**config.mk**
```make
export PLATFORM = sky130hd
export DESIGN_NAME = fixed_point_line_walker
export DESIGN_NICKNAME = d
export VERILOG_FILES = /design/src/rtl/fplw_pkg.sv /design/src/rtl/fplw_ctrl.sv /design/src/rtl/fplw_dpath.sv /design/src/rtl/fixed_point_line_walker.sv
export SDC_FILE = /design/constraint.sdc
export NUM_CORES = 1
export LEC_CHECK = 0
export ABC_AREA = 1
export BUFFER_PORTS_ARGS = -buffer_cell sky130_fd_sc_hd__buf_2
export CORE_MARGIN = 3
export CORE_UTILIZATION = 50
export DETAILED_ROUTE_END_ITERATION = 7
export HOLD_SLACK_MARGIN = 0.02
export MAX_ROUTING_LAYER = met4
export PLACE_DENSITY = 0.74
export SYNTH_ARGS = -nofsm -noshare
export SYNTH_HDL_FRONTEND = slang
export SYNTH_SLANG_ARGS = --single-unit
```
**constraint.sdc**
```tcl
create_clock -name clk -period 4.45 [get_ports clk]
set_input_delay 0.2225 -clock clk [delete_from_list [all_inputs] [get_ports clk]]
set_output_delay 0.2225 -clock clk [all_outputs]
set_load 0.1 [all_outputs]
```
**src/rtl/fplw_pkg.sv**
```systemverilog
// ----------------------------------------------------------------------------
// fplw_pkg
// Shared constants, codes and controller/datapath interface types for the
// fixed-point line walker.
// ----------------------------------------------------------------------------
package fplw_pkg;

	localparam int FRACTION_BITS_DEF  = 16;
	localparam int COORD_BITS_DEF     = 12;
	localparam int MAX_LINE_WIDTH_DEF = 32;

	localparam int PIX_W   = 14;  // output pixel coordinate
	localparam int CFG_W   = 13;  // image size registers
	localparam int ANGLE_W = 16;  // Q1.15 cosine / sine
	localparam int MAG_W   = 17;  // magnitude of a negated Q1.15 value
	localparam int LW_W    = 6;   // line width

	localparam logic REG_IMAGE_WIDTH  = 1'b0;
	localparam logic REG_IMAGE_HEIGHT = 1'b1;

	localparam logic ACT_START = 1'b0;
	localparam logic ACT_REPLY = 1'b1;

	typedef struct packed {
		logic load;
		logic div_step;
		logic div_round;
		logic side_init;
		logic side_emit;
		logic step;
		logic centre_emit;
		logic done_emit;
	} cmd_t;

	typedef struct packed {
		logic div_last;
		logic active;
		logic width_gt1;
		logic side_last;
		logic out_free;
	} sts_t;

endpackage

```
**src/rtl/fplw_ctrl.sv**
```systemverilog
// ----------------------------------------------------------------------------
// fplw_ctrl
// Sequencer for the line walker: input handshake, slope division steps,
// side pixel loop, advance and centre/done emission.
// ----------------------------------------------------------------------------
module fplw_ctrl (
	input  logic          clk,
	input  logic          arst_n,
	input  logic          in_valid,
	output logic          in_stall,
	input  logic          action,
	input  logic          stop_reply,
	input  fplw_pkg::sts_t sts,
	output fplw_pkg::cmd_t cmd
);

	localparam logic [2:0] S_IDLE   = 3'd0;
	localparam logic [2:0] S_DIV    = 3'd1;
	localparam logic [2:0] S_ROUND  = 3'd2;
	localparam logic [2:0] S_CENTRE = 3'd3;
	localparam logic [2:0] S_DONE   = 3'd4;
	localparam logic [2:0] S_SIDE   = 3'd5;
	localparam logic [2:0] S_STEP   = 3'd6;

	logic [2:0] state_q;
	logic [2:0] state_d;
	logic       accept;

	assign in_stall = (state_q != S_IDLE);
	assign accept   = in_valid && (state_q == S_IDLE);

	always_comb begin
		state_d = state_q;
		cmd     = '0;
		unique case (state_q)
			S_IDLE: begin
				if (accept) begin
					if (action == fplw_pkg::ACT_START) begin
						cmd.load = 1'b1;
						state_d  = S_DIV;
					end else if (!sts.active || stop_reply) begin
						state_d = S_DONE;
					end else if (sts.width_gt1) begin
						cmd.side_init = 1'b1;
						state_d       = S_SIDE;
					end else begin
						state_d = S_STEP;
					end
				end
			end
			S_DIV: begin
				cmd.div_step = 1'b1;
				if (sts.div_last) begin
					state_d = S_ROUND;
				end
			end
			S_ROUND: begin
				cmd.div_round = 1'b1;
				state_d       = S_CENTRE;
			end
			S_CENTRE: begin
				if (sts.out_free) begin
					cmd.centre_emit = 1'b1;
					state_d         = S_IDLE;
				end
			end
			S_DONE: begin
				if (sts.out_free) begin
					cmd.done_emit = 1'b1;
					state_d       = S_IDLE;
				end
			end
			S_SIDE: begin
				if (sts.out_free) begin
					cmd.side_emit = 1'b1;
					if (sts.side_last) begin
						state_d = S_STEP;
					end
				end
			end
			S_STEP: begin
				cmd.step = 1'b1;
				state_d  = S_CENTRE;
			end
			default: begin
				state_d = S_IDLE;
			end
		endcase
	end

	always_ff @(posedge clk or negedge arst_n) begin
		if (!arst_n) begin
			state_q <= S_IDLE;
		end else begin
			state_q <= state_d;
		end
	end

	emit_needs_room: assert property (@(posedge clk) disable iff (!arst_n)
		(cmd.side_emit || cmd.centre_emit || cmd.done_emit) |-> sts.out_free)
		else $error("emit without free output register");

	one_emit: assert property (@(posedge clk) disable iff (!arst_n)
		$onehot0({cmd.side_emit, cmd.centre_emit, cmd.done_emit, cmd.load}))
		else $error("conflicting emit commands");

	div_to_round: assert property (@(posedge clk) disable iff (!arst_n)
		(state_q == S_DIV && sts.div_last) |=> (state_q == S_ROUND))
		else $error("division did not finish into rounding");

endmodule

```
**src/rtl/fplw_dpath.sv**
```systemverilog
// ----------------------------------------------------------------------------
// fplw_dpath
// Walk state, bit-serial slope divider, side pixel counter, bound check,
// image size registers and the output register.
// ----------------------------------------------------------------------------
module fplw_dpath #(
	parameter int FRACTION_BITS  = fplw_pkg::FRACTION_BITS_DEF,
	parameter int COORD_BITS     = fplw_pkg::COORD_BITS_DEF,
	parameter int MAX_LINE_WIDTH = fplw_pkg::MAX_LINE_WIDTH_DEF
) (
	input  logic                               clk,
	input  logic                               arst_n,
	input  logic                               cfg_write_en,
	input  logic                               cfg_index,
	input  logic [fplw_pkg::CFG_W-1:0]         cfg_data,
	input  logic [COORD_BITS-1:0]              start_x,
	input  logic [COORD_BITS-1:0]              start_y,
	input  logic signed [fplw_pkg::ANGLE_W-1:0] cos_value,
	input  logic signed [fplw_pkg::ANGLE_W-1:0] sin_value,
	input  logic                               forward,
	input  logic [fplw_pkg::LW_W-1:0]          line_width,
	input  fplw_pkg::cmd_t                     cmd,
	output fplw_pkg::sts_t                     sts,
	output logic                               out_valid,
	input  logic                               out_stall,
	output logic signed [fplw_pkg::PIX_W-1:0]  pixel_x,
	output logic signed [fplw_pkg::PIX_W-1:0]  pixel_y,
	output logic                               is_centre,
	output logic                               walk_done,
	output logic                               last
);

	localparam int POS_W   = (COORD_BITS + 1 > fplw_pkg::PIX_W) ? COORD_BITS + 1
	                                                             : fplw_pkg::PIX_W;
	localparam int MINOR_W = POS_W + FRACTION_BITS;
	localparam int INC_W   = FRACTION_BITS + 2;
	localparam int QUO_W   = FRACTION_BITS + 1;
	localparam int CNT_W   = $clog2(FRACTION_BITS + 1);
	localparam int CMP_W   = POS_W + 1;
	localparam int MAG_W   = fplw_pkg::MAG_W;
	localparam int LW_W    = fplw_pkg::LW_W;
	localparam logic [FRACTION_BITS-1:0] HALF = {1'b1, {(FRACTION_BITS-1){1'b0}}};

	// image size
	logic [fplw_pkg::CFG_W-1:0] img_w_q;
	logic [fplw_pkg::CFG_W-1:0] img_h_q;

	// walk state
	logic                      active_q;
	logic                      xmaj_q;
	logic signed [POS_W-1:0]   major_q;
	logic signed [MINOR_W-1:0] minor_q;
	logic                      dir_q;
	logic signed [INC_W-1:0]   inc_q;
	logic [LW_W-1:0]           width_q;

	// divider
	logic [MAG_W:0]   rem_q;
	logic [MAG_W-1:0] den_q;
	logic [QUO_W-1:0] quo_q;
	logic [CNT_W-1:0] cnt_q;
	logic             neg_q;
	logic             zero_q;

	// side loop
	logic [LW_W-1:0] k_q;
	logic            minus_q;

	// output register
	logic                             out_valid_q;
	logic signed [fplw_pkg::PIX_W-1:0] px_q;
	logic signed [fplw_pkg::PIX_W-1:0] py_q;
	logic                             centre_q;
	logic                             done_q;
	logic                             last_q;

	// start decode
	logic signed [MAG_W-1:0] c_ext;
	logic signed [MAG_W-1:0] s_neg;
	logic [MAG_W-1:0]        ac;
	logic [MAG_W-1:0]        as_mag;
	logic                    c_pos;
	logic                    s_pos;
	logic                    xmaj_ld;
	logic [POS_W-1:0]        sx_ext;
	logic [POS_W-1:0]        sy_ext;
	logic [LW_W-1:0]         width_ld;

	assign c_ext   = MAG_W'(cos_value);
	assign s_neg   = -MAG_W'(sin_value);
	assign ac      = c_ext[MAG_W-1] ? MAG_W'(-c_ext) : MAG_W'(c_ext);
	assign as_mag  = s_neg[MAG_W-1] ? MAG_W'(-s_neg) : MAG_W'(s_neg);
	assign c_pos   = !c_ext[MAG_W-1] && (c_ext != '0);
	assign s_pos   = !s_neg[MAG_W-1] && (s_neg != '0);
	assign xmaj_ld = as_mag > ac;
	assign sx_ext  = {{(POS_W-COORD_BITS){1'b0}}, start_x};
	assign sy_ext  = {{(POS_W-COORD_BITS){1'b0}}, start_y};
	assign width_ld = (line_width > LW_W'(MAX_LINE_WIDTH)) ? LW_W'(MAX_LINE_WIDTH)
	                                                      : line_width;

	// divider step and rounding
	logic [MAG_W:0]          rem_sh;
	logic                    rem_ge;
	logic [MAG_W:0]          rem2;
	logic                    round_up;
	logic [QUO_W-1:0]        quo_rnd;
	logic signed [INC_W-1:0] inc_mag;

	assign rem_sh   = (cnt_q == '0) ? rem_q : {rem_q[MAG_W-1:0], 1'b0};
	assign rem_ge   = rem_sh >= {1'b0, den_q};
	assign rem2     = {rem_q[MAG_W-1:0], 1'b0};
	assign round_up = (rem2 > {1'b0, den_q}) || ((rem2 == {1'b0, den_q}) && quo_q[0]);
	assign quo_rnd  = quo_q + QUO_W'(round_up);
	assign inc_mag  = {1'b0, quo_rnd};

	// pixel positions
	logic signed [POS_W-1:0] minor_pix;
	logic signed [POS_W-1:0] cx;
	logic signed [POS_W-1:0] cy;
	logic signed [POS_W-1:0] side_minor;
	logic                    in_image;

	assign minor_pix  = minor_q[MINOR_W-1:FRACTION_BITS];
	assign cx         = xmaj_q ? major_q : minor_pix;
	assign cy         = xmaj_q ? minor_pix : major_q;
	assign side_minor = minus_q ? minor_pix - POS_W'(k_q) : minor_pix + POS_W'(k_q);
	assign in_image   = !cx[POS_W-1] && !cy[POS_W-1]
	                 && ($signed({cx[POS_W-1], cx}) < $signed(CMP_W'(img_w_q)))
	                 && ($signed({cy[POS_W-1], cy}) < $signed(CMP_W'(img_h_q)));

	assign sts.div_last  = (cnt_q == CNT_W'(FRACTION_BITS));
	assign sts.active    = active_q;
	assign sts.width_gt1 = (width_q > LW_W'(1));
	assign sts.side_last = minus_q && (k_q == width_q - LW_W'(1));
	assign sts.out_free  = !out_valid_q || !out_stall;

	always_ff @(posedge clk or negedge arst_n) begin
		if (!arst_n) begin
			img_w_q     <= fplw_pkg::CFG_W'(640);
			img_h_q     <= fplw_pkg::CFG_W'(480);
			active_q    <= 1'b0;
			xmaj_q      <= 1'b0;
			major_q     <= '0;
			minor_q     <= '0;
			dir_q       <= 1'b0;
			inc_q       <= '0;
			width_q     <= LW_W'(1);
			out_valid_q <= 1'b0;
		end else begin
			if (cfg_write_en) begin
				unique case (cfg_index)
					fplw_pkg::REG_IMAGE_WIDTH:  img_w_q <= cfg_data;
					fplw_pkg::REG_IMAGE_HEIGHT: img_h_q <= cfg_data;
					default: ;
				endcase
			end
			if (cmd.load) begin
				xmaj_q  <= xmaj_ld;
				major_q <= xmaj_ld ? sx_ext : sy_ext;
				minor_q <= {(xmaj_ld ? sy_ext : sx_ext), HALF};
				dir_q   <= (xmaj_ld ? !s_pos : !c_pos) ^ !forward;
				width_q <= width_ld;
			end
			if (cmd.div_round) begin
				inc_q <= zero_q ? '0 : (neg_q ? -inc_mag : inc_mag);
			end
			if (cmd.step) begin
				major_q <= dir_q ? major_q - POS_W'(1) : major_q + POS_W'(1);
				minor_q <= minor_q + {{(MINOR_W-INC_W){inc_q[INC_W-1]}}, inc_q};
			end
			if (cmd.centre_emit) begin
				active_q <= in_image;
			end else if (cmd.done_emit) begin
				active_q <= 1'b0;
			end
			if (cmd.side_emit || cmd.centre_emit || cmd.done_emit) begin
				out_valid_q <= 1'b1;
			end else if (!out_stall) begin
				out_valid_q <= 1'b0;
			end
		end
	end

	always_ff @(posedge clk) begin
		if (cmd.load) begin
			rem_q  <= {1'b0, (xmaj_ld ? ac : as_mag)};
			den_q  <= xmaj_ld ? as_mag : ac;
			zero_q <= !xmaj_ld && (ac == '0);
			neg_q  <= (xmaj_ld ? c_ext[MAG_W-1] : s_neg[MAG_W-1]) ^ !forward;
			quo_q  <= '0;
			cnt_q  <= '0;
		end else if (cmd.div_step) begin
			rem_q <= rem_ge ? rem_sh - {1'b0, den_q} : rem_sh;
			quo_q <= {quo_q[QUO_W-2:0], rem_ge};
			cnt_q <= cnt_q + CNT_W'(1);
		end
		if (cmd.side_init) begin
			k_q     <= LW_W'(1);
			minus_q <= 1'b0;
		end else if (cmd.side_emit) begin
			minus_q <= !minus_q;
			if (minus_q) begin
				k_q <= k_q + LW_W'(1);
			end
		end
		if (cmd.side_emit) begin
			px_q     <= fplw_pkg::PIX_W'(xmaj_q ? major_q : side_minor);
			py_q     <= fplw_pkg::PIX_W'(xmaj_q ? side_minor : major_q);
			centre_q <= 1'b0;
			done_q   <= 1'b0;
			last_q   <= 1'b0;
		end else if (cmd.centre_emit) begin
			px_q     <= in_image ? fplw_pkg::PIX_W'(cx) : '0;
			py_q     <= in_image ? fplw_pkg::PIX_W'(cy) : '0;
			centre_q <= in_image;
			done_q   <= !in_image;
			last_q   <= 1'b1;
		end else if (cmd.done_emit) begin
			px_q     <= '0;
			py_q     <= '0;
			centre_q <= 1'b0;
			done_q   <= 1'b1;
			last_q   <= 1'b1;
		end
	end

	assign out_valid = out_valid_q;
	assign pixel_x   = px_q;
	assign pixel_y   = py_q;
	assign is_centre = centre_q;
	assign walk_done = done_q;
	assign last      = last_q;

	last_marks_end: assert property (@(posedge clk) disable iff (!arst_n)
		out_valid_q |-> (last_q == (centre_q || done_q)))
		else $error("last flag does not match word kind");

	centre_xor_done: assert property (@(posedge clk) disable iff (!arst_n)
		out_valid_q |-> !(centre_q && done_q))
		else $error("word is both centre and done");

	centre_sets_active: assert property (@(posedge clk) disable iff (!arst_n)
		cmd.centre_emit |=> (active_q == centre_q))
		else $error("walk state disagrees with emitted centre");

endmodule

```
**src/rtl/fixed_point_line_walker.sv**
```systemverilog
// ----------------------------------------------------------------------------
// fixed_point_line_walker
// Walks a line given by a start pixel and Hough normal angle with a
// fixed-point DDA, emitting centre pixels and perpendicular width pixels.
//
// Input channel (in_valid/in_stall): one word per command. A start word
// sets up the walk and yields one result, the first centre pixel or a done
// word when the start lies outside the image. A reply word answers the last
// centre pixel: stop, or a reply with no walk running, yields one done word;
// go on yields 2*(width-1) side pixels, then the next centre or a done word
// at the image border. The final word of each command carries last.
// Output channel (out_valid/out_stall): one registered output word.
// Sequence: a start runs the bit-serial slope divider, then rounding, then
// the centre word. A go-on reply emits its side pixels, then the advance and
// the centre word; a done reply goes straight to its done word. Each command
// is first taken in the idle state. One command is in flight at a time.
// While the receiver stalls, the output word holds and the walk waits on it.
// Reset: idle, no walk, image 640 by 480, width 1.
// ----------------------------------------------------------------------------
module fixed_point_line_walker #(
	parameter int FRACTION_BITS  = fplw_pkg::FRACTION_BITS_DEF,
	parameter int COORD_BITS     = fplw_pkg::COORD_BITS_DEF,
	parameter int MAX_LINE_WIDTH = fplw_pkg::MAX_LINE_WIDTH_DEF
) (
	input  logic                                clk,
	input  logic                                arst_n,
	input  logic                                cfg_write_en,
	input  logic                                cfg_index,
	input  logic [fplw_pkg::CFG_W-1:0]          cfg_data,
	input  logic                                in_valid,
	output logic                                in_stall,
	input  logic                                action,
	input  logic [COORD_BITS-1:0]               start_x,
	input  logic [COORD_BITS-1:0]               start_y,
	input  logic signed [fplw_pkg::ANGLE_W-1:0] cos_value,
	input  logic signed [fplw_pkg::ANGLE_W-1:0] sin_value,
	input  logic                                forward,
	input  logic [fplw_pkg::LW_W-1:0]           line_width,
	input  logic                                stop_reply,
	output logic                                out_valid,
	input  logic                                out_stall,
	output logic signed [fplw_pkg::PIX_W-1:0]   pixel_x,
	output logic signed [fplw_pkg::PIX_W-1:0]   pixel_y,
	output logic                                is_centre,
	output logic                                walk_done,
	output logic                                last
);

	fplw_pkg::cmd_t cmd;
	fplw_pkg::sts_t sts;

	fplw_ctrl u_ctrl (
		.clk        (clk),
		.arst_n     (arst_n),
		.in_valid   (in_valid),
		.in_stall   (in_stall),
		.action     (action),
		.stop_reply (stop_reply),
		.sts        (sts),
		.cmd        (cmd)
	);

	fplw_dpath #(
		.FRACTION_BITS  (FRACTION_BITS),
		.COORD_BITS     (COORD_BITS),
		.MAX_LINE_WIDTH (MAX_LINE_WIDTH)
	) u_dpath (
		.clk          (clk),
		.arst_n       (arst_n),
		.cfg_write_en (cfg_write_en),
		.cfg_index    (cfg_index),
		.cfg_data     (cfg_data),
		.start_x      (start_x),
		.start_y      (start_y),
		.cos_value    (cos_value),
		.sin_value    (sin_value),
		.forward      (forward),
		.line_width   (line_width),
		.cmd          (cmd),
		.sts          (sts),
		.out_valid    (out_valid),
		.out_stall    (out_stall),
		.pixel_x      (pixel_x),
		.pixel_y      (pixel_y),
		.is_centre    (is_centre),
		.walk_done    (walk_done),
		.last         (last)
	);

endmodule

```
# ---- Word-level counts from Yosys, hierarchy flattened
# Cells that the tools add are included.
dict set report word_totals {
  output_inout_bits 33
  ff_bits 198
  word_cells 170
  inputBits 84
}
dict set report classes {
  magnitude_cmp 7
  n_bitwise 3
  n_eq_ne 15
  muxes 63
  reduce_logical 43
  add_sub_neg 14
}
# cell n
set ops {}
lappend ops {{14-bit two-way mux} 15}
lappend ops {{17-bit two-way mux} 6}
lappend ops {{18-bit two-way mux} 4}
lappend ops {{30-bit two-way mux} 2}
lappend ops {{16-bit negator with 17-bit output} 2}
lappend ops {{17-bit nonzero test} 2}
lappend ops {{30-bit adder} 1}
lappend ops {{14-bit less-than comparator} 2}
lappend ops {{1-bit two-way mux} 24}
lappend ops {{12-bit two-way mux} 2}
lappend ops {{18-bit by 17-bit equality test with 1-bit output} 1}
lappend ops {{18-bit by 17-bit >= comparator with 1-bit output} 1}
lappend ops {{18-bit by 17-bit greater-than comparator with 1-bit output} 1}
lappend ops {{3-bit two-way mux} 6}
lappend ops {{17-bit negator with 18-bit output} 1}
lappend ops {{18-bit by 17-bit subtractor with 18-bit output} 1}
lappend ops {{17-bit by 1-bit adder with 17-bit output} 1}
lappend ops {{17-bit greater-than comparator} 1}
lappend ops {{17-bit logical NOT} 1}
lappend ops {{17-bit negator} 1}
lappend ops {{3-bit case mux with 5 select lines} 1}
lappend ops {{14-bit by 2-bit adder with 14-bit output (second input constant)} 1}
lappend ops {{14-bit by 6-bit adder with 14-bit output} 1}
lappend ops {{14-bit by 2-bit subtractor with 14-bit output (second input constant)} 1}
lappend ops {{27 further kinds} 66}

# ---- Logic depth before layout (Yosys ltp)
# Gate-level depths: netlist of the first run.
dict set report logic_depth {
  word_depth 8
  ltp_mapped 32
  ltp_nobuf 32
}

# ---- Modules after synthesis
# Synthesis of the first run repeated with hierarchy kept, for this count alone.
dict set report hier_totals {
  cells_unflattened 2580
  area_unflattened_um2 17275.3
}
# module area_per_inst_um2 n_inst cells_each seq_area_each_um2
set modules_own_cells {}
lappend modules_own_cells {fplw_dpath 16937.5 1 2522 5043.6}
lappend modules_own_cells {fplw_ctrl 337.8 1 58 75.1}

# ---- Least setup slack after synthesis of the first run
# Ideal clock, no wire load.
dict set report synth_timing {
  path_kind {input to register}
  start {in sin_value[0] (netlist bit)}
  end {reg u_dpath.rem_q[10], data pin}
  stages 28
  setup_ps 258
  arrival_time_ps 3048
  t_required_ps 4192
  path_slack_ps 1144
  cell_sequence {inv_2 > ha_1 > inv_2 > nor2_4 > nand2_1 > nand2_1 > nand2_1 > nor2_2 > nand3_2 > nor2_4 > nand2_2 > nand2_4 > nand3_1 > nand2_1 > inv_1 > ha_1 > nand2_1 > inv_1 > o21ai_0 > nand2_1 > a21oi_1 > nand3_1 > nand2_1 > buf_2 > buf_2 > nand2_1 > nand3_1 > nand2_1}
}
dict set report synth_via {
  elab_chain_len 6
}
# element line
set synth_lines {}
lappend synth_lines {{from (decl)} fixed_point_line_walker.sv:36} ;# input logic signed [fplw_pkg::ANGLE_W-1:0] sin_value,
lappend synth_lines {{16-bit negator with 17-bit output (*)} fplw_dpath.sv:90} ;# assign s_neg = -MAG_W'(sin_value);
lappend synth_lines {{17-bit negator} fplw_dpath.sv:92} ;# assign as_mag = s_neg[MAG_W-1] ? MAG_W'(-s_neg) : MAG_W'(s_neg);
lappend synth_lines {{17-bit two-way mux (*)} fplw_dpath.sv:92}
lappend synth_lines {{17-bit greater-than comparator} fplw_dpath.sv:95} ;# assign xmaj_ld = as_mag > ac;
lappend synth_lines {{17-bit two-way mux (*)} fplw_dpath.sv:186} ;# rem_q <= {1'b0, (xmaj_ld ? ac : as_mag)};
lappend synth_lines {{17-bit two-way mux (*)} fplw_dpath.sv:185} ;# if (cmd.load) begin
lappend synth_lines {{to (signal assigned)} fplw_dpath.sv:186}
lappend synth_lines {{to (signal assigned)} fplw_dpath.sv:193} ;# rem_q <= rem_ge ? rem_sh - {1'b0, den_q} : rem_sh;
lappend synth_lines {{to (decl)} fplw_dpath.sv:58} ;# logic [MAG_W:0] rem_q;
# Mark *: on every way between the ends. The rest lies on a longest branch, timed or not.
# A chain may end at the register's enable or synchronous reset.

# ---- Final worst setup path of the first run
dict set report layout_timing {
  start {reg u_dpath.rem_q[4]}
  end {reg u_dpath.inc_q[13]}
}
dict set report layout_via {
  elab_chain_len 7
  word_cells_on_any_way 8
  classes_between {add/sub (2); order compare (1); eq/ne (1); mux (2); reduce/logical (2)}
}
# element line
set layout_lines {}
lappend layout_lines {{parallel branches: the longest is 2 deep, another holds 18-bit by 17-bit greater-than comparator with 1-bit output} n/a}
lappend layout_lines {{1-bit logical OR (*)} fplw_dpath.sv:112} ;# assign round_up = (rem2 > {1'b0, den_q}) || ((rem2 == {1'b0, den_q}) && quo_q[0]);
lappend layout_lines {{17-bit by 1-bit adder with 17-bit output (*)} fplw_dpath.sv:113} ;# assign quo_rnd = quo_q + QUO_W'(round_up);
lappend layout_lines {{17-bit negator with 18-bit output} fplw_dpath.sv:165} ;# inc_q <= zero_q ? '0 : (neg_q ? -inc_mag : inc_mag);
lappend layout_lines {{18-bit two-way mux (*) (2 in series)} fplw_dpath.sv:165}
lappend layout_lines {{to (signal assigned)} fplw_dpath.sv:165}
lappend layout_lines {{to (decl)} fplw_dpath.sv:54} ;# logic signed [INC_W-1:0] inc_q;
# Mark *: on every way between the ends.

==> results by group, run 1 <==
Run status
  – Outcome: complete, no violations

Power
  – Net switching component of the power: between 0.008 and 0.009 W
  – Portion of total power attributed to combinational logic: 66.8%
  – Total power density per cell area: 792 mW/mm²
  – Cell leakage power: about 9.6 nW
  – Switching power as a share of total power: 55.0%
  – Largest voltage drop on the vdd net: 0.000610 V
  – Seq pwr share: 22.7%
  – Internal power contribution: 0.00670 W
  – Clock power share: 10.4%

Clock network
  – Maximum clock insertion buffer count: 2
  – CTS H-tree lvls: 4
  – Buffer cell driving the clock tree root: clkbuf_16
  – CTS tree: built
  – CTS buffer count: 17
  – Clock latency on the worst-skew pair: 0.46 ns
  – Count of hold buffers inserted by post-cts repair: 11
  – Number of post-CTS setup repair buffers: 0
  – Cells resized by post-CTS repair: 0
  – Clock transition at the registers of the reported paths: 0.08 ns
  – Clock net sink count: 198

STA
  – Number of endpoints with negative hold slack in the final report: 0
  – Unrepaired setup endpoints after global routing: false
  – Peak Freq: 253 MHz
  – Maximum clock skew at final layout: roughly 0.015 ns
  – # setup viols final: 0
  – Count of final max-slew check failures: 0
  – Worst relative slew slack: 32.2%
  – Setup TNS after final layout: 0 ns
  – Slew at the pin with the worst max-slew slack: 1.01 ns
  – Period minus WS final: 3.96 ns
  – Post-route fraction of the period consumed by the critical path: between 80% and 90%

Routing
  – Detailed-route wire length: 51700 µm
  – Final ANT Viol Nets: 0
  – Post-DR wirelength/cell: ~17 µm
  – First-pass iteration count of the detailed router: 7
  – Starting DRT DRC Count: about 1200
  – Number of remaining DRC errors: 0
  – Total number of vias: 16800
  – Average vias per placed instance: roughly 5.5

Place
  – Routability cong.: about 1
  – Count of input and output buffers: roughly 120
  – Standard cell area after detailed placement: 0.0181 mm²
  – Detailed-placement wirelength estimate: 41700 µm
  – Instance count after placement with tap cells included: between 3000 and 4000

GRT
  – Tot GR Track Use: 29.2%
  – Initial antenna violation count: 2
  – Grt total ovfl: 0
  – Vias in the first global route: 15900
  – Maximum number of pins on one net before global-route repair: 56
  – Global-route wire length before repair: 81500 µm

Final layout
  – Total of fill cells in the finished design: 3282
  – Design area: around 0.019 mm²
  – Leading cell types in the layout, fill and taps excluded: nand2_1, inv_1, o21ai_0
  – Synthesis-to-layout area growth: 10.2%
  – Footprint of the multi-input gates: 0.0103 mm²
  – Final-stage net count: 2822
  – Final cell count without fillers: a little over 3000
  – Layout cells sized above 1: 9.51%
  – Register cell area after layout: 0.00512 mm²
  – Most common cell after layout, fill and taps aside: nand2_1

Synthesis
  – Synth unique cells: 59
  – Flip-flop and latch count after synthesis: 198
  – Proportion of synthesized flip-flops having asynchronous set or reset: 51.0%
  – Most instantiated flip-flop cell in the synthesis netlist: dfrtp_1
  – Register area share after synthesis: 30.0%
  – Post-synth EDFFs: between 60 and 70
  – Total number of yosys warnings: 0
  – Summed instance area of the synthesized netlist: 0.0171 mm²
  – Gate count after technology mapping: 2490
  – Post-Synthesis Mean Instance Area: 6.85 µm²

Job
  – Max capacitance violation total: 0

Critical path
  – Startpoint class of the critical path: flop
  – CP most frequent cell: nand2_1
  – Required time worst endpoint: 4.84 ns
  – Critical-path cell with the highest stage delay: edfxtp_1
  – Arrival time at the worst endpoint: about 4.4 ns
  – Highest cell delay on the worst timing path: 0.44 ns
  – Critical Path Fanout Max: 6
  – Nature of the critical path endpoint: flop
  – Worst setup path category: flop to flop

Floorplan
  – Standard-cell row count: 67
  – Die footprint: roughly 0.036 mm²
  – IO Count: 117
  – Chip width: 191 µm
  – Floorplan core area: between 0.03 and 0.04 mm²
  – Die Span Y: 191 µm
  – Starting density of the core: 50.8%

Hold path
  – Class of the tightest hold or removal check: input pin to flop
-- synthesized netlist by cell type (all sizes together), types with 15 or more instances --
| master | instances | share of area (%) |
|---|---|---|
| nor3 | 34 | 1.0 |
| dfrtp | 94 | 14 |
| edfxtp | 64 | 11 |
| o211ai | 15 | 0.66 |
| nand4 | 31 | 1.1 |
| ha | 140 | 10 |
| xnor2 | 20 | 1.0 |
| a21oi | 167 | 4.9 |
| inv | 365 | 8.0 |
| xor2 | 68 | 3.8 |
| buf | 25 | 0.82 |
| o21ai | 285 | 8.4 |
| nand3 | 121 | 3.8 |
| nor2 | 207 | 5.1 |
| a22oi | 18 | 0.79 |
| dfxtp | 33 | 3.9 |
| nand2 | 652 | 15 |
| clkbuf | 39 | 0.86 |
-- kinds of logic (layout without fill, tap and decap cells) --
logic type      after synthesis  after routing  share of synthesized area [%]
simple gates               1073           1073                           26.9
buf+inv                     431            547                           9.76
flops                       198            198                           30.0
other cells                   2              6                         0.0440
compound gates              554            554                           17.8
fa+ha+maj                   144            144                           10.7
xor+xnor                     88             88                           4.78
-- routing by layer --
metal | GRT usage (%) | vias up | share of wire (%)
met5 | - | - | 0
met4 | 10.9 | 0 | 3.9
met3 | 3.44 | 106 | 4.8
met2 | 52.0 | 503 | 50
met1 | 33.7 | 7743 | 41
li1 | - | 8411 | -
-- flip-flops by register name (all words and copies together) (netlist names), 14 cells and up --
name	count
u_dpath.inc_q	18
u_dpath.pixel_x	14
u_dpath.minor_q	30
u_dpath.major_q	14
u_dpath.pixel_y	14
u_dpath.den_q	17
u_dpath.rem_q	18
u_dpath.quo_q	17
-- power by group through the flow --
| stage | Clock (W) | Sequential [W] | Combinational, W |
|---|---|---|---|
| final | 0.00155 | 0.00339 | 0.00995 |
| after floorplan | 0 | 0.00407 | 0.00669 |
| after CTS | 0.00158 | 0.00337 | 0.00987 |
| after global routing | 0.00164 | 0.00345 | 0.0112 |
| after detailed placement | 0 | 0.00340 | 0.00980 |
| after global placement | 0 | 0.00339 | 0.00962 |
-- final cells by class --
cell class                 count  share of cell area [%]
timing repair buffer         148                    4.59
sequential                   198                    27.2
clock inverter                13                   0.585
inverter                     367                    7.33
antenna                        3                  0.0399
multi-input combinational   1862                    54.8
clock buffer                  19                    2.47
tap                          448                    2.98
-- worst max-delay path: cells and delay by family (launching register included) --
family	cells	cell delay [ns]
and+or+nand+nor	22	2.35
adders and majority gates	3	0.74
DFF	1	0.44
xor gates and xnor gates	1	0.24
AOI/OAI and AO/OA	1	0.07
buffers and inverters	1	0.06
-- worst paths after layout --
check,startpoint,to,slack [ns],cells after the start
max,u_dpath.rem_q[4],u_dpath.inc_q[13],0.49,28
min,cfg_data[8],u_dpath.img_h_q[8],0.04,3
max reg2reg,u_dpath.rem_q[4],u_dpath.inc_q[13],0.49,28
min reg2reg,u_dpath.is_centre,u_dpath.is_centre,0.46,2
max in group asynchronous,arst_n,u_dpath.inc_q[7],2.92,3
min in group asynchronous,arst_n,u_dpath.img_h_q[4],0.37,2
-- metrics by stage --
stage	worst slack [ns]	total power (W)	utilization [%]	hold slack (ns)
final	0.493	0.0149	55.9	0.0441
after global routing	0.0920	0.0162	55.9	0.0473
after CTS	0.522	0.0148	55.9	0.0311
after floorplan	1.14	0.0108	-	-0.0731
after detailed placement	0.420	0.0132	53.9	0.344
after global placement	0.414	0.0130	53.9	0.327
No activity file was read; power rests on OpenSTA's default activity.
==> inputs of run 2 (changes only) <==
--- a/config.mk
+++ b/config.mk
@@ -7,12 +7,14 @@
 export LEC_CHECK = 0
 export ABC_AREA = 1
 export BUFFER_PORTS_ARGS = -buffer_cell sky130_fd_sc_hd__buf_2
+export CELL_PAD_IN_SITES_DETAIL_PLACEMENT = 1
+export CELL_PAD_IN_SITES_GLOBAL_PLACEMENT = 1
 export CORE_MARGIN = 3
-export CORE_UTILIZATION = 50
+export CORE_UTILIZATION = 45
 export DETAILED_ROUTE_END_ITERATION = 7
 export HOLD_SLACK_MARGIN = 0.02
 export MAX_ROUTING_LAYER = met4
-export PLACE_DENSITY = 0.74
+export PLACE_DENSITY = 0.88
 export SYNTH_ARGS = -nofsm -noshare
 export SYNTH_HDL_FRONTEND = slang
 export SYNTH_SLANG_ARGS = --single-unit
==> results by group, run 2 (synthesized netlist as in run 1, its figures left out) <==
Clock network
  – Clock latency on the worst-skew pair: 0.47 ns
  – Number of post-CTS setup repair buffers: 0
  – CTS tree: built
  – Maximum clock insertion buffer count: 2
  – Count of hold buffers inserted by post-cts repair: 12
  – CTS H-tree lvls: 4
  – CTS buffer count: 17
  – Cells resized by post-CTS repair: 0
  – Clock net sink count: 198
  – Buffer cell driving the clock tree root: clkbuf_16
  – Clock transition at the registers of the reported paths: 0.08 ns

Routing
  – Starting DRT DRC Count: 817
  – Detailed-route wire length: just under 60000 µm
  – Final ANT Viol Nets: 0
  – Total number of vias: roughly 17000
  – Average vias per placed instance: 5.53
  – First-pass iteration count of the detailed router: 5
  – Number of remaining DRC errors: 0
  – Post-DR wirelength/cell: 18.6 µm

Final layout
  – Core Util, Final: 51.0%
  – Final cell count without fillers: 3108
  – Layout cells sized above 1: 9.37%
  – Antenna Cells: 0
  – Final-stage net count: 2819
  – Registers with the highest flip-flop counts: u_dpath.minor_q x30, u_dpath.inc_q x18, u_dpath.rem_q x18
  – Synthesis-to-layout area growth: 10.4%
  – Most common cell after layout, fill and taps aside: nand2_1
  – Largest register FFs: 30
  – Leading cell types in the layout, fill and taps excluded: nand2_1, inv_1, o21ai_0
  – Register bank with the most flops: u_dpath.minor_q

STA
  – Count of final max-slew check failures: 0
  – # setup viols final: 0
  – Setup TNS after final layout: 0 ns
  – Post-route fraction of the period consumed by the critical path: 90.4%
  – Number of endpoints with negative hold slack in the final report: 0
  – Slew at the pin with the worst max-slew slack: ~1.3 ns
  – Unrepaired setup endpoints after global routing: false
  – Worst relative slew slack: about 14%
  – Peak Freq: 248 MHz
  – Period minus WS final: 4.02 ns
  – Min Hold Slack: 0.0441 ns
  – Maximum clock skew at final layout: 0.0143 ns

Floorplan
  – Floorplan core area: 0.0370 mm²
  – Die footprint: 0.0403 mm²
  – Starting density of the core: ~46%
  – Die Span Y: between 200 and 250 µm
  – Standard-cell row count: 70
  – IO Count: 117
  – Chip width: 201 µm

GRT
  – Maximum number of pins on one net before global-route repair: 65
  – Global-route wire length before repair: 93400 µm
  – Vias in the first global route: between 15000 and 20000
  – Grt total ovfl: 0
  – Tot GR Track Use: 29.2%
  – Initial antenna violation count: 0

Place
  – Count of input and output buffers: between 100 and 150
  – Detailed-placement wirelength estimate: 46500 µm
  – Instance count after placement with tap cells included: 3064
  – Routability cong.: roughly 0.94

Power
  – Overall power: 0.0152 W
  – Cell leakage power: about 9.5 nW
  – Portion of total power attributed to combinational logic: 67.2%
  – Internal power contribution: 0.00666 W
  – Largest voltage drop on the vdd net: 0.000508 V
  – Net switching component of the power: 0.00857 W
  – Clock power share: 10.1%
  – Seq pwr share: 22.7%
  – Total power density per cell area: 809 mW/mm²
  – Switching power as a share of total power: roughly 56%

Run status
  – Outcome: complete, no violations

Critical path
  – Startpoint class of the critical path: flop
  – Highest cell delay on the worst timing path: 0.43 ns
  – Worst setup path category: flop to flop
  – Critical path cell sequence: inv_1, ha_1, nand3_1, inv_1, o21ai_0, ha_1, nand2_1, nor2_1, inv_1, nor2_1, inv_1, nor3_1, nand3_1, nand3_2, buf_4, nand3_1, o211ai_1, nand2_1
  – Critical Path Fanout Max: 17
  – Critical-path cell with the highest stage delay: ha_1
  – Nature of the critical path endpoint: flop
  – CP most frequent cell: inv_1
  – Required time worst endpoint: 4.66 ns
  – Arrival time at the worst endpoint: roughly 4.2 ns

Job
  – Max capacitance violation total: 0

Hold path
  – Class of the tightest hold or removal check: input pin to flop
run 2: per-layer routing:
metal	vias to the layer above	wire [µm]	part of all wire, %	track usage, %
met2	298	30800	53	55.2
met5	-	0	0	-
li1	8407	-	-	-
met1	8392	23400	41	31.3
met3	101	1430	2.5	3.65
met4	0	2170	3.8	10.4
run 2: final cells by class:
cell class,instances,area (µm²)
inverter,367,1380
fill,4957,18100
tap,504,631
multi-input combinational,1862,10300
sequential,198,5120
clock inverter,15,138
timing repair buffer,145,843
clock buffer,17,425
run 2: power groups by stage:
stage	clock [W]	combinational, W	sequential (W)
after floorplan	0	0.00669	0.00407
after global placement	0	0.00959	0.00342
after detailed placement	0	0.0101	0.00348
after CTS	0.00156	0.0102	0.00345
after global routing	0.00164	0.0114	0.00352
final	0.00154	0.0102	0.00346
run 2: critical path, delay by kind of cell, from the launching register on:
family          cells  cell delay, ns
compound gates      2            0.41
simple gates        9            1.49
fa+ha+maj           2            0.61
buf+inv             5            0.92
flops               1            0.32
run 2: worst paths after layout:
check | from | endpoint | slack [ns] | cells after the start
max | u_dpath.cnt_q[0] | u_dpath.rem_q[15] | 0.43 | 18
min | cfg_data[5] | u_dpath.img_h_q[5] | 0.04 | 3
min reg2reg | u_dpath.is_centre | u_dpath.is_centre | 0.48 | 2
max in group asynchronous | arst_n | u_dpath.width_q[0] | 2.94 | 3
max reg2reg | u_dpath.cnt_q[0] | u_dpath.rem_q[15] | 0.43 | 18
min in group asynchronous | arst_n | u_dpath.major_q[5] | 0.40 | 2
run 2: metrics by stage:
step | worst slack [ns] | instance area [µm²]
finish | 0.426 | 18800
global route | 0.0754 | 18800
CTS | 0.427 | 18800
detailed placement | 0.266 | 18200
global placement | 0.449 | 18200
floorplan | 1.14 | 17100
==> inputs of run 3 (changes only) <==
--- a/config.mk
+++ b/config.mk
@@ -10,11 +10,12 @@
 export CELL_PAD_IN_SITES_DETAIL_PLACEMENT = 1
 export CELL_PAD_IN_SITES_GLOBAL_PLACEMENT = 1
 export CORE_MARGIN = 3
-export CORE_UTILIZATION = 45
+export CORE_UTILIZATION = 49
 export DETAILED_ROUTE_END_ITERATION = 7
 export HOLD_SLACK_MARGIN = 0.02
 export MAX_ROUTING_LAYER = met4
-export PLACE_DENSITY = 0.88
+export PLACE_DENSITY = 0.94
+export RECOVER_POWER = 25
 export SYNTH_ARGS = -nofsm -noshare
 export SYNTH_HDL_FRONTEND = slang
 export SYNTH_SLANG_ARGS = --single-unit
==> constraint.sdc (replaced) <==
create_clock -name clk -period 5.08 [get_ports clk]
set_input_delay 0.254 -clock clk [delete_from_list [all_inputs] [get_ports clk]]
set_output_delay 0.254 -clock clk [all_outputs]
set_load 0.1 [all_outputs]
==> results by group, run 3 (synthesized netlist as in run 1, its figures left out) <==
Floorplan
  – IO Count: between 100 and 150
  – Starting density of the core: 50.3%
  – Chip width: 193 µm
  – Die footprint: 0.0371 mm²
  – Standard-cell row count: 67
  – Floorplan core area: 0.0340 mm²
  – Die Span Y: 193 µm

Clock network
  – Clock latency on the worst-skew pair: 0.47 ns
  – CTS tree: built
  – Maximum clock insertion buffer count: 2
  – Buffer cell driving the clock tree root: clkbuf_16
  – CTS buffer count: 17
  – CTS H-tree lvls: 4
  – Clock transition at the registers of the reported paths: approximately 0.080 ns
  – Clock net sink count: 198

Critical path
  – Startpoint class of the critical path: flop
  – Worst reg2reg path endpoint: u_dpath.rem_q[13]
  – Required time worst endpoint: 5.28 ns
  – Highest cell delay on the worst timing path: 0.63 ns
  – Arrival time at the worst endpoint: 4.54 ns
  – Nature of the critical path endpoint: flop
  – Worst setup path category: flop to flop
  – CP most frequent cell: nand2_1
  – Top Family by Delay on Critical Path: simple AND/OR/NAND/NOR gates
  – Startpoint of the most critical register-to-register path: u_dpath.cnt_q[1]
  – Critical path cell sequence: inv_1, ha_1, nand3_1, buf_4, inv_1, or2_2, o21ai_0, fa_1, nand3b_1, nand2_1, nand2_1, nand2_1, nand3_1, nand2_1, nand2_1, nand3_2, o211ai_1, nand2_1
  – Count of buffering cells on the critical path with inverters included: 3
  – Critical Path Fanout Max: 28
  – Register-to-Register Path Depth: 18
  – Crit. path cell count: 18
  – Critical-path cell with the highest stage delay: o211ai_1
  – Flop2flop setup slack: 0.74 ns

Place
  – Routability cong.: 0.983
  – Detailed-placement wirelength estimate: approximately 46000 µm
  – Count of input and output buffers: ~120
  – Instance count after placement with tap cells included: 3006
  – Standard cell area after detailed placement: 0.0181 mm²

Run status
  – Outcome: finished with violations
  – Failing checks: max-capacitance violations, max-slew violations

Final layout
  – Layout cells sized above 1: 7.81%
  – Final cell count without fillers: between 3000 and 4000
  – Most common cell after layout, fill and taps aside: nand2_1
  – Design area: 0.0186 mm²
  – Footprint of the multi-input gates: 0.0103 mm²
  – Final-stage net count: ~2800
  – Total of fill cells in the finished design: 4564
  – Registers with the highest flip-flop counts: u_dpath.minor_q x30, u_dpath.inc_q x18, u_dpath.rem_q x18
  – Core Util, Final: 54.9%
  – Synthesis-to-layout area growth: 9.13%
  – Register bank with the most flops: u_dpath.minor_q
  – Largest register FFs: 30
  – Register cell area after layout: 0.00512 mm²
  – Leading cell types in the layout, fill and taps excluded: nand2_1, inv_1, o21ai_0

Job
  – Max capacitance violation total: 2

STA
  – Post-route fraction of the period consumed by the critical path: 85.5%
  – Setup TNS after final layout: 0 ns
  – Slew at the pin with the worst max-slew slack: 2.38 ns
  – Worst relative slew slack: -58.7%
  – Number of endpoints with negative hold slack in the final report: 0
  – # setup viols final: 0
  – Peak Freq: approximately 230 MHz
  – Period minus WS final: 4.34 ns
  – Count of final max-slew check failures: 104
  – Maximum clock skew at final layout: 0.0210 ns
  – Unrepaired setup endpoints after global routing: false

Hold path
  – Class of the tightest hold or removal check: input pin to flop
  – Worst hold endpoint: u_dpath.img_h_q[8]
  – Origin of the worst min-delay path: cfg_data[8]
  – Worst hold path cell count: 3

Routing
  – First-pass iteration count of the detailed router: 7
  – Average vias per placed instance: 5.78
  – Post-DR wirelength/cell: 19.5 µm
  – Final ANT Viol Nets: 0
  – Number of remaining DRC errors: 0
  – Starting DRT DRC Count: 940
  – Total number of vias: 17600
  – Detailed-route wire length: 59500 µm

GRT
  – Tot GR Track Use: 33.1%
  – Global-route wire length before repair: 94700 µm
  – Vias in the first global route: around 19000
  – Grt total ovfl: 0
  – Maximum number of pins on one net before global-route repair: 65
  – Initial antenna violation count: 1

Power
  – Largest voltage drop on the vdd net: 0.000443 V
  – Cell leakage power: 9.40 nW
  – Overall power: about 0.013 W
  – Total power density per cell area: ~720 mW/mm²
[run 3: how the worst max path moves through the flow]
stage / startpoint / slack, ns / endpoint
global route: sin_value[0] / 0.47 / u_dpath.zero_q
global placement: sin_value[0] / 0.76 / u_dpath.dir_q
floorplan: sin_value[0] / 1.74 / u_dpath.rem_q[10]
detailed placement: sin_value[0] / 0.56 / u_dpath.dir_q
CTS: u_dpath.cnt_q[1] / 0.78 / u_dpath.rem_q[13]
finish: u_dpath.cnt_q[1] / 0.74 / u_dpath.rem_q[13]
[run 3: layout make-up]
class | instances | area share [%]
Multi-Input combinational cell | 1862 | 55.3
Sequential cell | 198 | 27.5
Inverter | 367 | 7.40
Timing Repair Buffer | 139 | 3.89
Tap cell | 448 | 3.01
Clock buffer | 19 | 2.32
Clock inverter | 13 | 0.571
Antenna cell | 1 | 0.0134
[run 3: through the flow]
stage	setup WS [ns]	hold slack (ns)
6_report	0.737	0.0356
2_1_floorplan	1.74	-0.0416
5_1_grt	0.466	0.0515
3_3_place_gp	0.762	0.270
3_5_place_dp	0.558	0.277
4_1_cts	0.778	0.0206
[run 3: what timing repair did]
item / 4_1_cts / 5_1_grt
gates resized for setup: 0 / 0
hold buffers: 8 / 0
hold endpoints to repair: 37 / 0
buffers inserted: 0 / 0
setup endpoints to repair: 0 / 0
[run 3: layer usage]
metal | track usage, % | vias up | share of wire (%) | routed length, µm
li1 | - | 8380 | - | -
met1 | 34.4 | 8572 | 38 | 22900
met2 | 59.2 | 449 | 51 | 30100
met3 | 4.25 | 218 | 3.8 | 2240
met4 | 21.0 | 0 | 7.2 | 4290
met5 | - | - | 0 | 0
[run 3: worst register-to-register path: stages, from the launching register on]
cell and delay, ns:
dfxtp_1 0.40, inv_1 0.07, ha_1 0.21, nand3_1 0.09, buf_4 0.25, inv_1 0.33
or2_2 0.38, o21ai_0 0.15, fa_1 0.27, nand3b_1 0.11, nand2_1 0.10, nand2_1 0.09
nand2_1 0.11, nand3_1 0.11, nand2_1 0.11, nand2_1 0.09, nand3_2 0.42, o211ai_1 0.64
nand2_1 0.12
[run 3: power by group]
part           internal, W  switching [W]  total, W
logic              0.00275        0.00620   0.00895
registers          0.00238       0.000671   0.00305
clock network     0.000672       0.000659   0.00133
